--- config.mk ---
export PLATFORM = sky130hd
export DESIGN_NAME = nfa_ctrl
export DESIGN_NICKNAME = d
export VERILOG_FILES = /design/src/nfa_pkg.sv /design/src/nfa_ctrl.sv
export SDC_FILE = /design/constraint.sdc
export NUM_CORES = 1
export LEC_CHECK = 0
export BUFFER_PORTS_ARGS = -buffer_cell sky130_fd_sc_hd__buf_2
export CORE_ASPECT_RATIO = 1.75
export CORE_MARGIN = 3
export CORE_UTILIZATION = 50
export DETAILED_ROUTE_END_ITERATION = 10
export HOLD_SLACK_MARGIN = 0.02
export PLACE_DENSITY = 0.78
export RECOVER_POWER = 100
export REMOVE_ABC_BUFFERS = 1
export SKIP_CTS_REPAIR_TIMING = 1
export SYNTH_ARGS = -nofsm -noshare
export SYNTH_HDL_FRONTEND = slang
export SYNTH_SLANG_ARGS = --single-unit
--- constraint.sdc ---
create_clock -name aclk -period 1.4 [get_ports aclk]
set_input_delay 0.14 -clock aclk [delete_from_list [all_inputs] [get_ports aclk]]
set_output_delay 0.14 -clock aclk [all_outputs]
set_load 0.05 [all_outputs]
--- src/nfa_pkg.sv ---
`timescale 1ns / 1ps

package nfa_pkg;

    localparam int ADDR_W = 36;

    localparam logic [1:0] KIND_INIT  = 2'd0;
    localparam logic [1:0] KIND_ALLOC = 2'd1;
    localparam logic [1:0] KIND_FREE  = 2'd2;

    localparam logic [1:0] STAT_OK       = 2'd0;
    localparam logic [1:0] STAT_ZERO     = 2'd1;
    localparam logic [1:0] STAT_NO_MEM   = 2'd2;
    localparam logic [1:0] STAT_NO_INIT  = 2'd3;

    localparam logic [16:0] CHUNK_RESET = 17'd4096;

    // datapath operations
    localparam logic [5:0] OP_NOP      = 6'd0;
    localparam logic [5:0] OP_SETSTAT  = 6'd1;
    localparam logic [5:0] OP_SET_INIT = 6'd2;
    localparam logic [5:0] OP_EMIT     = 6'd3;
    localparam logic [5:0] OP_INIT0    = 6'd4;
    localparam logic [5:0] OP_INIT1    = 6'd5;
    localparam logic [5:0] OP_INIT2    = 6'd6;
    localparam logic [5:0] OP_INIT3    = 6'd7;
    localparam logic [5:0] OP_G0       = 6'd8;
    localparam logic [5:0] OP_G1       = 6'd9;
    localparam logic [5:0] OP_G2       = 6'd10;
    localparam logic [5:0] OP_G3       = 6'd11;
    localparam logic [5:0] OP_M0       = 6'd12;
    localparam logic [5:0] OP_M1       = 6'd13;
    localparam logic [5:0] OP_M2       = 6'd14;
    localparam logic [5:0] OP_M3       = 6'd15;
    localparam logic [5:0] OP_M4       = 6'd16;
    localparam logic [5:0] OP_M5       = 6'd17;
    localparam logic [5:0] OP_MA1      = 6'd18;
    localparam logic [5:0] OP_MA2      = 6'd19;
    localparam logic [5:0] OP_MB1      = 6'd20;
    localparam logic [5:0] OP_MB2      = 6'd21;
    localparam logic [5:0] OP_MC_RD    = 6'd22;
    localparam logic [5:0] OP_MC_1     = 6'd23;
    localparam logic [5:0] OP_MC_RD2   = 6'd24;
    localparam logic [5:0] OP_MC_2     = 6'd25;
    localparam logic [5:0] OP_M_END    = 6'd26;
    localparam logic [5:0] OP_F_START  = 6'd27;
    localparam logic [5:0] OP_F0       = 6'd28;
    localparam logic [5:0] OP_F1       = 6'd29;
    localparam logic [5:0] OP_F2       = 6'd30;
    localparam logic [5:0] OP_GROW_REQ = 6'd31;
    localparam logic [5:0] OP_C0       = 6'd32;
    localparam logic [5:0] OP_C1       = 6'd33;
    localparam logic [5:0] OP_C2S      = 6'd34;
    localparam logic [5:0] OP_C3       = 6'd35;
    localparam logic [5:0] OP_C4       = 6'd36;
    localparam logic [5:0] OP_C2N      = 6'd37;
    localparam logic [5:0] OP_R0       = 6'd38;
    localparam logic [5:0] OP_R1       = 6'd39;
    localparam logic [5:0] OP_R2       = 6'd40;

    typedef struct packed {
        logic [5:0] op;
        logic [1:0] code;
    } cmd_t;

    typedef struct packed {
        logic [1:0] kind;
        logic       init;
        logic       req_zero;
        logic       free_ok;
        logic       fits;
        logic       a_zero;
        logic       found;
        logic       stop;
        logic       split;
        logic       pa;
        logic       na;
    } sts_t;

endpackage

--- src/nfa_ctrl.sv ---
`timescale 1ns / 1ps

module nfa_ctrl (
    input  logic          aclk,
    input  logic          aresetn,
    input  logic          s_valid,
    output logic          s_ready,
    output logic          m_valid,
    input  logic          m_ready,
    input  nfa_pkg::sts_t sts,
    output nfa_pkg::cmd_t cmd
);

    localparam logic [5:0] S_IDLE     = nfa_pkg::OP_NOP;
    localparam logic [5:0] S_DISPATCH = 6'd41;
    localparam logic [5:0] S_RET      = 6'd42;
    localparam logic [5:0] S_EMIT     = 6'd43;

    localparam logic [1:0] RET_INIT  = 2'd0;
    localparam logic [1:0] RET_ALLOC = 2'd1;
    localparam logic [1:0] RET_FREE  = 2'd2;

    logic [5:0] state_reg, state_next;
    logic [1:0] ret_reg, ret_next;
    logic       fail_reg, fail_next;
    logic       mv_reg, mv_next;
    logic       failed;

    assign s_ready = (state_reg == S_IDLE);
    assign m_valid = mv_reg;
    // a free that reaches the merge always answers ok, whatever the merge left behind
    assign failed  = fail_reg || (sts.a_zero && (ret_reg != RET_FREE));

    always_comb begin
        state_next = state_reg;
        ret_next   = ret_reg;
        fail_next  = fail_reg;
        mv_next    = mv_reg && !m_ready;
        cmd.op     = state_reg;
        cmd.code   = nfa_pkg::STAT_OK;
        unique case (state_reg)
            S_IDLE: begin
                fail_next = 1'b0;
                if (s_valid) begin
                    state_next = S_DISPATCH;
                end
            end
            S_DISPATCH: begin
                cmd.op = nfa_pkg::OP_SETSTAT;
                state_next = S_EMIT;
                unique case (sts.kind)
                    nfa_pkg::KIND_INIT: begin
                        ret_next = RET_INIT;
                        state_next = nfa_pkg::OP_INIT0;
                    end
                    nfa_pkg::KIND_ALLOC: begin
                        ret_next = RET_ALLOC;
                        priority if (!sts.init) begin
                            cmd.code = nfa_pkg::STAT_NO_INIT;
                        end else if (sts.req_zero) begin
                            cmd.code = nfa_pkg::STAT_ZERO;
                        end else begin
                            state_next = nfa_pkg::OP_F_START;
                        end
                    end
                    nfa_pkg::KIND_FREE: begin
                        ret_next = RET_FREE;
                        priority if (!sts.init) begin
                            cmd.code = nfa_pkg::STAT_NO_INIT;
                        end else if (sts.free_ok) begin
                            state_next = nfa_pkg::OP_R0;
                        end
                    end
                    default: begin
                    end
                endcase
            end
            S_RET: begin
                cmd.op = nfa_pkg::OP_SETSTAT;
                cmd.code = failed ? nfa_pkg::STAT_NO_MEM : nfa_pkg::STAT_OK;
                state_next = S_EMIT;
                if (!failed && ret_reg == RET_INIT) begin
                    state_next = nfa_pkg::OP_SET_INIT;
                end else if (!failed && ret_reg == RET_ALLOC) begin
                    state_next = nfa_pkg::OP_C0;
                end
            end
            S_EMIT: begin
                cmd.op = nfa_pkg::OP_NOP;
                if (!mv_reg || m_ready) begin
                    cmd.op = nfa_pkg::OP_EMIT;
                    mv_next = 1'b1;
                    state_next = S_IDLE;
                end
            end
            nfa_pkg::OP_SET_INIT: state_next = S_EMIT;
            nfa_pkg::OP_INIT0: state_next = nfa_pkg::OP_INIT1;
            nfa_pkg::OP_INIT1: state_next = nfa_pkg::OP_INIT2;
            nfa_pkg::OP_INIT2: state_next = nfa_pkg::OP_INIT3;
            nfa_pkg::OP_INIT3: state_next = nfa_pkg::OP_G0;
            nfa_pkg::OP_G0: begin
                if (sts.fits) begin
                    state_next = nfa_pkg::OP_G1;
                end else begin
                    fail_next = 1'b1;
                    state_next = S_RET;
                end
            end
            nfa_pkg::OP_G1: state_next = nfa_pkg::OP_G2;
            nfa_pkg::OP_G2: state_next = nfa_pkg::OP_G3;
            nfa_pkg::OP_G3: state_next = nfa_pkg::OP_M0;
            nfa_pkg::OP_M0: state_next = nfa_pkg::OP_M1;
            nfa_pkg::OP_M1: state_next = nfa_pkg::OP_M2;
            nfa_pkg::OP_M2: state_next = nfa_pkg::OP_M3;
            nfa_pkg::OP_M3: state_next = nfa_pkg::OP_M4;
            nfa_pkg::OP_M4: state_next = nfa_pkg::OP_M5;
            nfa_pkg::OP_M5: begin
                unique case ({sts.pa, sts.na})
                    2'b10: state_next = nfa_pkg::OP_MA1;
                    2'b01: state_next = nfa_pkg::OP_MB1;
                    2'b00: state_next = nfa_pkg::OP_MC_RD;
                    default: state_next = nfa_pkg::OP_M_END;
                endcase
            end
            nfa_pkg::OP_MA1: state_next = nfa_pkg::OP_MA2;
            nfa_pkg::OP_MA2: state_next = nfa_pkg::OP_M_END;
            nfa_pkg::OP_MB1: state_next = nfa_pkg::OP_MB2;
            nfa_pkg::OP_MB2: state_next = nfa_pkg::OP_M_END;
            nfa_pkg::OP_MC_RD: state_next = nfa_pkg::OP_MC_1;
            nfa_pkg::OP_MC_1: state_next = nfa_pkg::OP_MC_RD2;
            nfa_pkg::OP_MC_RD2: state_next = nfa_pkg::OP_MC_2;
            nfa_pkg::OP_MC_2: state_next = nfa_pkg::OP_M_END;
            nfa_pkg::OP_M_END: state_next = S_RET;
            nfa_pkg::OP_F_START: state_next = nfa_pkg::OP_F0;
            nfa_pkg::OP_F0: state_next = nfa_pkg::OP_F1;
            nfa_pkg::OP_F1: begin
                state_next = sts.found ? nfa_pkg::OP_C0 : nfa_pkg::OP_F2;
            end
            nfa_pkg::OP_F2: begin
                state_next = sts.stop ? nfa_pkg::OP_GROW_REQ : nfa_pkg::OP_F1;
            end
            nfa_pkg::OP_GROW_REQ: state_next = nfa_pkg::OP_G0;
            nfa_pkg::OP_C0: state_next = nfa_pkg::OP_C1;
            nfa_pkg::OP_C1: begin
                state_next = sts.split ? nfa_pkg::OP_C2S : nfa_pkg::OP_C2N;
            end
            nfa_pkg::OP_C2S: state_next = nfa_pkg::OP_C3;
            nfa_pkg::OP_C3: state_next = nfa_pkg::OP_C4;
            nfa_pkg::OP_C4: state_next = S_EMIT;
            nfa_pkg::OP_C2N: state_next = S_EMIT;
            nfa_pkg::OP_R0: state_next = nfa_pkg::OP_R1;
            nfa_pkg::OP_R1: state_next = nfa_pkg::OP_R2;
            nfa_pkg::OP_R2: state_next = nfa_pkg::OP_M0;
            default: begin
                cmd.op = nfa_pkg::OP_NOP;
                state_next = S_IDLE;
            end
        endcase
    end

    always_ff @(posedge aclk) begin
        if (!aresetn) begin
            state_reg <= S_IDLE;
            ret_reg   <= RET_INIT;
            fail_reg  <= 1'b0;
            mv_reg    <= 1'b0;
        end else begin
            state_reg <= state_next;
            ret_reg   <= ret_next;
            fail_reg  <= fail_next;
            mv_reg    <= mv_next;
        end
    end

endmodule

; Word level (Yosys, flattened, before mapping)
; Index checks and enable logic that the tools add are counted.
[word_totals]
in_bits = 16
output_inout_bits = 10
reg_bits = 10
wordCells = 106
[op_classes]
reduce_logical = 24
muxes = 28
n_eq_ne = 50
[ops]
columns = op, count
row1 = $pmux W6 S36, 1
row2 = $eq A6 B5 Y1 const B, 16
row3 = $eq A6 B6 Y1 const B, 12
row4 = $eq A6 B4 Y1 const B, 8
row5 = $mux W6, 7
row6 = $reduce_or A39 Y1, 1
row7 = $pmux W6 S3, 2
row8 = $eq A6 B3 Y1 const B, 4
row9 = $mux W4, 3
row10 = $pmux W4 S3, 1
row11 = $mux W2, 5
row12 = $ne A2 B2 Y1 const B, 4
row13 = $pmux W2 S2, 2
row14 = $eq A2 B1 Y1 const B, 3
row15 = $eq A6 B2 Y1 const B, 1
row16 = $logic_not A2 Y1, 3
row17 = $logic_not A6 Y1, 1
row18 = $pmux W2 S3, 1
row19 = $reduce_and A2 Y1, 3
row20 = $reduce_or A2 Y1, 3
row21 = $reduce_or A3 Y1, 2
row22 = $eq A2 B2 Y1 const B, 2
row23 = $logic_and A1 B1 Y1, 4
row24 = $mux W1, 4
row25 = 6 further kinds, 9

; Logic depth before layout (Yosys ltp)
[logic_depth]
word_depth = 8
depth_mapped = 7
ltp_nobuf = 6

; Worst setup path after synthesis
; Ideal clock, no wire load.
[synth_timing]
path_kind = flip-flop to output port
from = register state_reg[2]
to = output cmd[3] (netlist name)
stages_incl_launch_ff = 8
required_ps = 1260
n_path_buf = 2
t_arrival_ps = 2062
setup_slack_ps = -802
path_cell_list = dfxtp_1 -> buf_6 -> buf_8 -> inv_4 -> nand2_1 -> a21oi_1 -> o22ai_1 -> o21ai_0
[synth_rtl]
columns = item, line_no
row1 = "start, declared", nfa_ctrl.sv:23  ; logic [5:0] state_reg, state_next;
row2 = "start signal, assigned", nfa_ctrl.sv:168  ; state_reg <= state_next;
row3 = "end, declared", nfa_ctrl.sv:11  ; output nfa_pkg::cmd_t cmd

==> results.toml <==
[outcome]
outcome = "complete, but fails checks"
violations = "negative setup slack"

[timing]
final.setup.tns_ns = -3.05
slew_headroom = 0.461
hold-worst-slack_ns = 0.150
fin_crit_ns = 1.75
unrepaired_setup_endpoints_after_global_routing = "true"
final_critical_path_setup_slack_ns = -0.348
timing.clock.skew_ns = 0.00676
finalMaxSlewViolations = 0
tightestPinTransition_ns = 0.800
period_share = 1.25
hold_viol_final = 0
timing.final.setup_violations = 15
max_clock_freq_mhz = 572

[critical_path]
worstSetupPathType = "reg2out"
startpoint_type = "register"
critical-path-slowest-cell = "sky130_fd_sc_hd__dfxtp_4"
path_depth = 4
category_of_cells_accounting_for_the_largest_share_of_critical_path_delay = "simple AND/OR/NAND/NOR gates"
critical_path.max_stage_delay_ns = 0.39
crit_arrival_ns = 1.61
worst-path-buf-inv = 1
end_kind = "output pin"
crit_chain = "and4b_2 > nand3_2 > o32ai_2 > buf_6"
ff2ff_path_depth = 6
crit_path_max_fanout = 7
worst_ep_required_time_ns = 1.26

[hold_path]
hold_path_depth = 2
hold_path_class = "in2reg"

[drt]
final_antenna_net_count = 0
vias = 1975
drtIter0Drc = 145
avgRoutedWirePerCell_um = 22.0
detail_route.first_pass.iterations = 5
finalWirelength_mm = 6.28
drt_drc_violations_left = 0
post_drt_via_cell_ratio = 6.93

[floorplan]
placementRows = 24
die_w_um = 44.9
floorplan.initialDensity = 0.526
io_pins = 26
floorplan.die.height_um = 74.1
core_box_area_mm2 = 0.00252
die_area_mm2 = 0.00333

[logic_synthesis]
count_of_flip_flops_with_a_built_in_enable_after_synthesis = 0
synthTopCellsByArea = "sky130_fd_sc_hd__dfxtp_1, sky130_fd_sc_hd__a21oi_1, sky130_fd_sc_hd__ha_1, sky130_fd_sc_hd__o21ai_0, sky130_fd_sc_hd__nor2_1"
synthSimpleGateAreaFrac = 0.305
netlist-cell-type-count = 54
synth_flop_cell = "sky130_fd_sc_hd__dfxtp_1"
synth.largest_area_cell = "sky130_fd_sc_hd__dfxtp_1"
synth_warnings = 0
postSynthCellCount = 185
synthXorXnorAreaFrac = 0.00660
synth_area_mm2 = 0.00133
share_of_the_synthesized_area_in_the_top_cell_type = 0.151
post-synth-top-count-cell = "sky130_fd_sc_hd__a21oi_1"
synth.area.mux_share = 0
netlist_top_cells_count = "sky130_fd_sc_hd__a21oi_1, sky130_fd_sc_hd__nor2_1, sky130_fd_sc_hd__o21ai_0"
largest_family_of_logic_cells_by_synthesized_area = "compound AO/OA/AOI/OAI gates"
yosys.area_share.adder = 0.0566
number_of_storage_elements_in_the_synthesis_netlist = 10
synth-compound-area-share = 0.358
synth.avg_cell_area_um2 = 7.17
ys_seq_area_frac = 0.151
postSynth.asyncResetShare = 0

[global_route]
number_of_global_route_vias_before_repair = 1756
grt_remaining_overflow = 0
maximum_number_of_pins_on_one_net_before_global_route_repair = 18
track_usage = 0.322
number_of_antenna_violations_at_the_first_check_in_global_routing = 0
wire_length_of_the_first_global_routing_pass_mm = 7.94

[clock_tree]
cts_sinks = 10
htreeDepth = 1
clkLatencyLatePin_ns = 0.25
clock_path_buffers = 2
clock_tree_from_tritoncts = "yes"
number_of_buffers_created_by_cts = 3
clkTransAtPathRegs_ns = 0.05
ctsRootBufferMaster = "sky130_fd_sc_hd__clkbuf_8"

[place]
place_congestion = 0.979
post_placement_cell_area_mm2 = 0.00177
detailedPlace.worstSlack_ns = -0.227
port_buffers = 25
hpwl_mm = 3.99

[cells_and_area]
seq_area_um2 = 220
final_core_occ = 0.860
finalInstanceArea_mm2 = 0.00217
syn2layout_area_growth_pct = 63.6
fill_cells = 144
layout-drive-gt1-share = 0.529
largest_register_ff_count = 6
antenna-diode-count = 0
nNetsFinal = 282
area_occupied_by_multi_input_gates_mm2 = 0.00114

[power]
power_switching_mw = 1.97
power_density_mw_per_mm2 = 1840
comb_power_share = 0.779
power_frac_seq = 0.125
power.share.clock = 0.096
power_report.internal_total_mw = 2.02
power.share.switching = 0.494
total_leakage_power_nw = 0.939
peakVddDrop_mv = 1.24

[flow_run]
maxCapViolCount = 0
==> power by group through the flow <==
stage	Combinational, mW	Sequential (mW)	Clock (mW)
after floorplan	1.15	0.567	0
after global routing	3.27	0.501	0.399
final	3.11	0.499	0.384
after global placement	2.30	0.435	0
after detailed placement	2.33	0.437	0
after CTS	2.34	0.431	0.380
==> worst reg2reg max path: stages (launching register included) <==
cell,delay (ns)
sky130_fd_sc_hd__dfxtp_4,0.39
sky130_fd_sc_hd__buf_4,0.19
sky130_fd_sc_hd__or2_1,0.29
sky130_fd_sc_hd__a31oi_1,0.18
sky130_fd_sc_hd__nor2_1,0.06
sky130_fd_sc_hd__o21ai_0,0.21
sky130_fd_sc_hd__a41oi_1,0.13
==> cells in the final DEF (no fill, tap or decap), types with 2 or more instances in the layout <==
cell,count
sky130_fd_sc_hd__buf_4,51
sky130_fd_sc_hd__a21oi_1,16
sky130_fd_sc_hd__buf_2,15
sky130_fd_sc_hd__buf_6,13
sky130_fd_sc_hd__nor2_1,10
sky130_fd_sc_hd__o21ai_0,10
sky130_fd_sc_hd__nand2_1,9
sky130_fd_sc_hd__inv_1,7
sky130_fd_sc_hd__nor2_4,6
sky130_fd_sc_hd__a31oi_1,6
sky130_fd_sc_hd__ha_1,6
sky130_fd_sc_hd__nand4_1,5
sky130_fd_sc_hd__nor3_1,5
sky130_fd_sc_hd__a21o_1,5
sky130_fd_sc_hd__dfxtp_4,5
sky130_fd_sc_hd__inv_2,4
sky130_fd_sc_hd__nand2b_1,4
sky130_fd_sc_hd__nand3_1,4
sky130_fd_sc_hd__o22ai_1,4
sky130_fd_sc_hd__clkbuf_8,4
sky130_fd_sc_hd__dfxtp_1,4
sky130_fd_sc_hd__nor2_2,3
sky130_fd_sc_hd__nand3_2,3
sky130_fd_sc_hd__a21oi_2,3
sky130_fd_sc_hd__o22ai_2,3
sky130_fd_sc_hd__inv_4,2
sky130_fd_sc_hd__o2111ai_2,2
sky130_fd_sc_hd__and2_1,2
sky130_fd_sc_hd__and4b_1,2
sky130_fd_sc_hd__a32oi_1,2
sky130_fd_sc_hd__o21ai_2,2
sky130_fd_sc_hd__a211oi_1,2
sky130_fd_sc_hd__nor3_2,2
sky130_fd_sc_hd__o32a_1,2
sky130_fd_sc_hd__o21ai_1,2
sky130_fd_sc_hd__buf_8,2
==> final timing paths <==
| check | start | to | slack (ns) |
|---|---|---|---|
| setup / recovery | state_reg[3] | cmd[1] | -0.35 |
| setup reg to reg | state_reg[2] | state_reg[1] | -0.18 |
| hold / removal | aresetn | state_reg[4] | 0.15 |
| hold reg to reg | ret_reg[0] | ret_reg[0] | 0.51 |
==> through the flow <==
step | instances | power [mW]
2_1_floorplan | 171 | 1.72
3_3_place_gp | 275 | 2.73
3_5_place_dp | 275 | 2.77
4_1_cts | 279 | 3.15
5_1_grt | 285 | 4.17
6_report | 285 | 3.99
==> layout make-up <==
type,count,share of cell area
clock buffer,4,0.0254
sequential,10,0.101
timing repair buffer,84,0.306
inverter,13,0.0248
multi-input combinational,148,0.528
tap,26,0.0150
==> cell families (layout without fill, tap and decap cells) <==
kind of cell    after synthesis  after routing
compound gates               73             73
simple gates                 68             68
buf+inv                      27            101
flops                        10             10
fa+ha+maj                     6              6
xor+xnor                      1              1
==> routing by layer <==
metal / global-route usage / routed length (µm) / up-vias
li1: - / - / 845
met1: 0.320 / 2030 / 942
met2: 0.587 / 3310 / 134
met3: 0.0315 / 411 / 54
met4: 0.231 / 526 / 0
met5: 0 / 0 / -
No activity file was read; power rests on OpenSTA's default activity.
